===== src/hdl/iorf_pkg.sv =====
// Package for the interval overlap read filter.
// Holds the item structs, operation codes, command kinds and sequencer states.
// No dependencies.
package iorf_pkg;

	localparam int IORF_MAX_WINDOWS = 64;

	localparam logic [1:0] OP_LOAD  = 2'd0;
	localparam logic [1:0] OP_CHECK = 2'd1;
	localparam logic [1:0] OP_CLEAR = 2'd2;
	localparam logic [1:0] OP_NONE  = 2'd3;

	typedef struct packed {
		logic [1:0]  operation;
		logic [15:0] seq_id;
		logic [30:0] start_pos;
		logic [30:0] end_pos;
		logic [15:0] read_length;
	} req_t;

	typedef struct packed {
		logic        keep;
		logic [31:0] deleted_reads;
		logic [31:0] total_reads;
		logic [47:0] deleted_bases;
		logic [47:0] total_bases;
		logic        table_overflow;
	} res_t;

	typedef enum logic [1:0] {
		KIND_LOAD,
		KIND_CHECK,
		KIND_CLEAR
	} cmd_kind_t;

	typedef struct packed {
		cmd_kind_t   kind;
		logic [15:0] seq_id;
		logic [30:0] start_pos;
		logic [31:0] bound;
		logic [15:0] read_length;
	} cmd_t;

	typedef struct packed {
		logic [15:0] seq_id;
		logic [30:0] begin_pos;
		logic [30:0] end_pos;
	} win_t;

	typedef enum logic [1:0] {
		ST_IDLE,
		ST_SCAN,
		ST_DRAIN,
		ST_DONE
	} state_t;

endpackage


===== src/hdl/iorf_front.sv =====
// Front end: accepts items, classifies them into commands and queues them.
// Depends on iorf_pkg.
module iorf_front import iorf_pkg::*; (
	input  logic clk,
	input  logic arst_n,
	input  logic push,
	output logic full,
	input  req_t req,
	output logic cmd_valid,
	output cmd_t cmd,
	input  logic cmd_take
);

	localparam logic [1:0] QUEUE_DEPTH = 2'd2;

	cmd_t       queue_q [2];
	logic       wr_ptr_q;
	logic       rd_ptr_q;
	logic [1:0] fill_q;
	cmd_t       cmd_in;
	logic       do_write;

	always_comb begin
		cmd_in.seq_id      = req.seq_id;
		cmd_in.start_pos   = req.start_pos;
		cmd_in.read_length = req.read_length;
		cmd_in.bound       = {1'b0, req.end_pos};
		cmd_in.kind        = KIND_LOAD;
		unique case (req.operation)
			OP_LOAD: begin
				cmd_in.kind = KIND_LOAD;
			end
			OP_CHECK: begin
				cmd_in.kind  = KIND_CHECK;
				cmd_in.bound = {1'b0, req.end_pos} + 32'd1;
			end
			OP_CLEAR: begin
				cmd_in.kind = KIND_CLEAR;
			end
			default: begin
				cmd_in.kind = KIND_LOAD;
			end
		endcase
	end

	assign full      = (fill_q == QUEUE_DEPTH);
	assign do_write  = push && !full && (req.operation != OP_NONE);
	assign cmd_valid = (fill_q != 2'd0);
	assign cmd       = queue_q[rd_ptr_q];

	always_ff @(posedge clk or negedge arst_n) begin
		if (!arst_n) begin
			wr_ptr_q <= 1'b0;
			rd_ptr_q <= 1'b0;
			fill_q   <= 2'd0;
		end else begin
			if (do_write) begin
				wr_ptr_q <= ~wr_ptr_q;
			end
			if (cmd_take) begin
				rd_ptr_q <= ~rd_ptr_q;
			end
			unique case ({do_write, cmd_take})
				2'b10:   fill_q <= fill_q + 2'd1;
				2'b01:   fill_q <= fill_q - 2'd1;
				default: fill_q <= fill_q;
			endcase
		end
	end

	always_ff @(posedge clk) begin
		if (do_write) begin
			queue_q[wr_ptr_q] <= cmd_in;
		end
	end

endmodule


===== config.mk =====
export PLATFORM = sky130hd
export DESIGN_NAME = iorf_front
export DESIGN_NICKNAME = d
export VERILOG_FILES = /design/src/hdl/iorf_pkg.sv /design/src/hdl/iorf_front.sv
export SDC_FILE = /design/constraint.sdc
export NUM_CORES = 1
export LEC_CHECK = 0
export ABC_AREA = 1
export BUFFER_PORTS_ARGS = -buffer_cell sky130_fd_sc_hd__buf_4
export CAP_MARGIN = 20
export CELL_PAD_IN_SITES_DETAIL_PLACEMENT = 2
export CELL_PAD_IN_SITES_GLOBAL_PLACEMENT = 2
export CORE_UTILIZATION = 35
export CTS_BUF_LIST = sky130_fd_sc_hd__clkbuf_16
export DETAILED_ROUTE_END_ITERATION = 12
export GPL_TIMING_DRIVEN = 0
export PLACE_DENSITY_LB_ADDON = 0.1
export SETUP_SLACK_MARGIN = 0.02
export SLEW_MARGIN = 20
export SYNTH_ARGS = -nofsm -noshare
export SYNTH_HDL_FRONTEND = slang
export SYNTH_SLANG_ARGS = --single-unit
export TNS_END_PERCENT = 1

===== constraint.sdc =====
create_clock -name clk -period 7 [get_ports clk]
set_input_delay 0.35 -clock clk [delete_from_list [all_inputs] [get_ports clk]]
set_output_delay 0.35 -clock clk [all_outputs]
set_load 0.05 [all_outputs]

==> summary.md <==
| Metric | Value |
|---|---|
| Outcome | finished, final reports clean |
| Critical path's top delay family | buffers and inverters |
| CTS root buf | clkbuf_16 |
| Post-Syn Instances | 520 |
| Hold Crit Class | in2reg |
| Clk slew on worst S/H paths | 0.08 ns |
| Total Power | between 4 and 5 mW |
| Leading area contributor after synthesis | edfxtp_1 |
| Final WS setup | 4.55 ns |
| CTS tree | built |
| Count of hold buffers inserted by post-cts repair | 1 |
| Post-CTS Setup Inserts | 0 |
| Mean Syn Cell Area | between 15 and 20 sq um |
| DPL Wire Length | between 15,000 and 20,000 microns |
| RSZ-0062 raised after global routing | no |
| Internal | between 2 and 3 mW |
| Crit path time final | around 2.4 ns |
| Commonest cells after routing, fill and taps aside | buf_4, edfxtp_1, mux2_2 |
| YS warnings | 0 |
| Clk buf depth | 2 |
| Filler cell count | 2,211 |
| Pwr per Cell Area | roughly 420 mW/mm^2 |
| Commonest non-fill, non-tap cell in the layout | buf_4 |
| Drc violations | 0 |
| WL final | approximately 20,000 microns |
| Crit Path Max Fanout | 10 |
| Ant diodes | 0 |
| # H-tree levels | 4 |
| Critical path type | reg2out |
| Final net count | about 850 |
| 1st-pass router iterations | 4 |
| Max stage delay on crit path | between 0.3 and 0.4 ns |
| Crit path DAT | around 2.1 ns |
| Initial antenna violation count | 0 |
| Post_cts resized | 0 |
| IO Count | between 150 and 200 |
| Final Slew Violations | 0 |
| Setup Skew | between 0.01 and 0.015 ns |
| Die area | 0.0239 sq mm |
| Synth top area share | 0.715 |
| DR iter-0 viols | 155 |
| Seq cells post-synth | just under 200 |
| Number of max-cap violations | 0 |
| Final period util | 0.350 |
| Net count after synthesis | between 600 and 700 |
| CP max-delay cell | mux2_2 |
| Hold WS | 0.0937 ns |
| Worst path bufs/invs | 4 |
| Mapped Area | between 0.008 and 0.009 sq mm |
| Critical-path cell list | buf_2 > buf_4 > buf_2 > mux2_2 > buf_4 |
| Die Width | between 150 and 200 microns |
| Static leakage | 4.15 nW |
| Final hold vios | 0 |
| Clock share of power | 0.207 |
| Type of origin of the critical path | flop |
| Syn-to-layout area delta | 32.6% |
| Pre-CTS WS | around 4.5 ns |
| Area contributors post-synth | edfxtp_1, mux2_2, nand2_1 |
| Via count | approximately 5,000 |
| Die Ht | roughly 150 microns |
| Required @ worst endpoint | roughly 6.7 ns |
| Row Count | 55 |
| TritonCTS Sinks | approximately 200 |
| Sw Share | 0.409 |
| Yosys cell types | 26 |
| Buffers on Ports | between 150 and 200 |
| Rel. slew slack | 0.532 |
| Vias in the first global route | between 5,000 and 6,000 |
| Peak supply drop | between 0.15 and 0.2 mV |
| Largest net degree at the start of global routing | 25 |
| Total GRT Usage | 0.171 |
| P_sw | 1.87 mW |
| Final setup viols | 0 |
| Slew @ Worst Pin | 0.701 ns |
| Num CTS Buffers | 17 |
| GRT Residual Overflow | 0 |
| Vias/cell | approximately 4.8 |
| Antenna-violating nets left | 0 |
| Worst-skew pair later-pin latency | between 0.4 and 0.5 ns |
| Crit. End Element | output pin |
| Routability cong. | around 0.77 |
| First-pass GRT wire length | 30,400 microns |
| Max Clk Rate | 0.408 GHz |
| Seq/Total Area, Yosys | 0.727 |
| Ratio of cells with drive above 1 in the final layout | 0.480 |
| Final core occ | 0.476 |
| Initial Utilization | 0.359 |
| Sequential Power Share | 0.349 |
| Combinational Power Share | 0.443 |
| Wire per inst | approximately 19 microns |
| Area of the core | ~0.023 sq mm |
==> path summary, 6_finish.rpt <==
| check | cells past startpoint | start | slack (ns) | end |
|---|---|---|---|---|
| worst min register to register | 2 | fill_q[1]$_DFFE_PN0P_ | 0.60 | fill_q[1]$_DFFE_PN0P_ |
| worst max-delay path | 5 | rd_ptr_q$_DFFE_PN0P_ | 4.55 | cmd[81] |
| worst max register to register | 6 | fill_q[1]$_DFFE_PN0P_ | 4.61 | queue_q[0][64]$_DFFE_PP_ |
| min in group asynchronous | 2 | arst_n | 0.25 | rd_ptr_q$_DFFE_PN0P_ |
| worst min-delay path | 1 | req[69] | 0.09 | queue_q[0][70]$_DFFE_PP_ |
| max in group asynchronous | 2 | arst_n | 6.64 | wr_ptr_q$_DFFE_PN0P_ |
==> through the flow <==
stage	area (sq um)	std cells	setup TNS, ns
finish	10800	1043	0
global route	10800	1043	0
CTS	10800	1043	0
detailed placement	10200	1011	0
global placement	9990	1003	-185.24
floorplan	8150	520	0
==> kinds of logic (layout without fill, tap and decap cells) <==
group,after synthesis,after routing,share of synthesized area
DFF,198,198,0.727
and+or+nand+nor,150,150,0.0872
buffers and inverters,50,288,0.0250
adders and majority gates,2,2,0.00307
muxes,97,97,0.134
xor gates and xnor gates,20,20,0.0215
AOI/OAI and AO/OA,3,3,0.00230
==> registers in the layout (all words and copies together), names as in the netlist <==
register / cells
fill_q: 2
wr_ptr_q: 1
rd_ptr_q: 1
queue_q: 194
==> cells in the mapped netlist, drive strengths merged <==
| library cell | n |
|---|---|
| nand4 | 9 |
| nand3b | 3 |
| edfxtp | 194 |
| o21ai | 1 |
| ha | 2 |
| xor2 | 11 |
| inv | 39 |
| a21oi | 1 |
| nand2 | 74 |
| buf | 11 |
| nor3 | 7 |
| o221ai | 1 |
| dfrtp | 4 |
| nand3 | 22 |
| xnor2 | 9 |
| or2 | 1 |
| mux2 | 97 |
| nor2 | 34 |
==> power groups by stage <==
stage	clock, mW	combinational (mW)	sequential, mW
CTS	0.980	2.07	1.60
global placement	0	1.95	1.67
global route	1.02	2.12	1.62
floorplan	0	1.39	1.64
detailed placement	0	2.06	1.63
finish	0.949	2.03	1.60
==> cell type report <==
type	instances	area, sq um	area share
Buffer	11	57.6	0.00532
Clock buffer	17	425	0.0393
Tap cell	285	357	0.0330
Multi-Input combinational cell	272	2040	0.188
Sequential cell	198	5930	0.548
Clock inverter	14	163	0.0150
Timing Repair Buffer	207	1700	0.157
Inverter	39	146	0.0135
==> routing by layer <==
layer | routed length [microns] | track usage | part of all wire
met2 | 10800 | 0.319 | 0.54
met3 | 920 | 0.0384 | 0.047
met1 | 7920 | 0.193 | 0.40
met5 | 0 | 0 | 0
met4 | 172 | 0.0537 | 0.0087
Power figures use the tool's default switching activity.
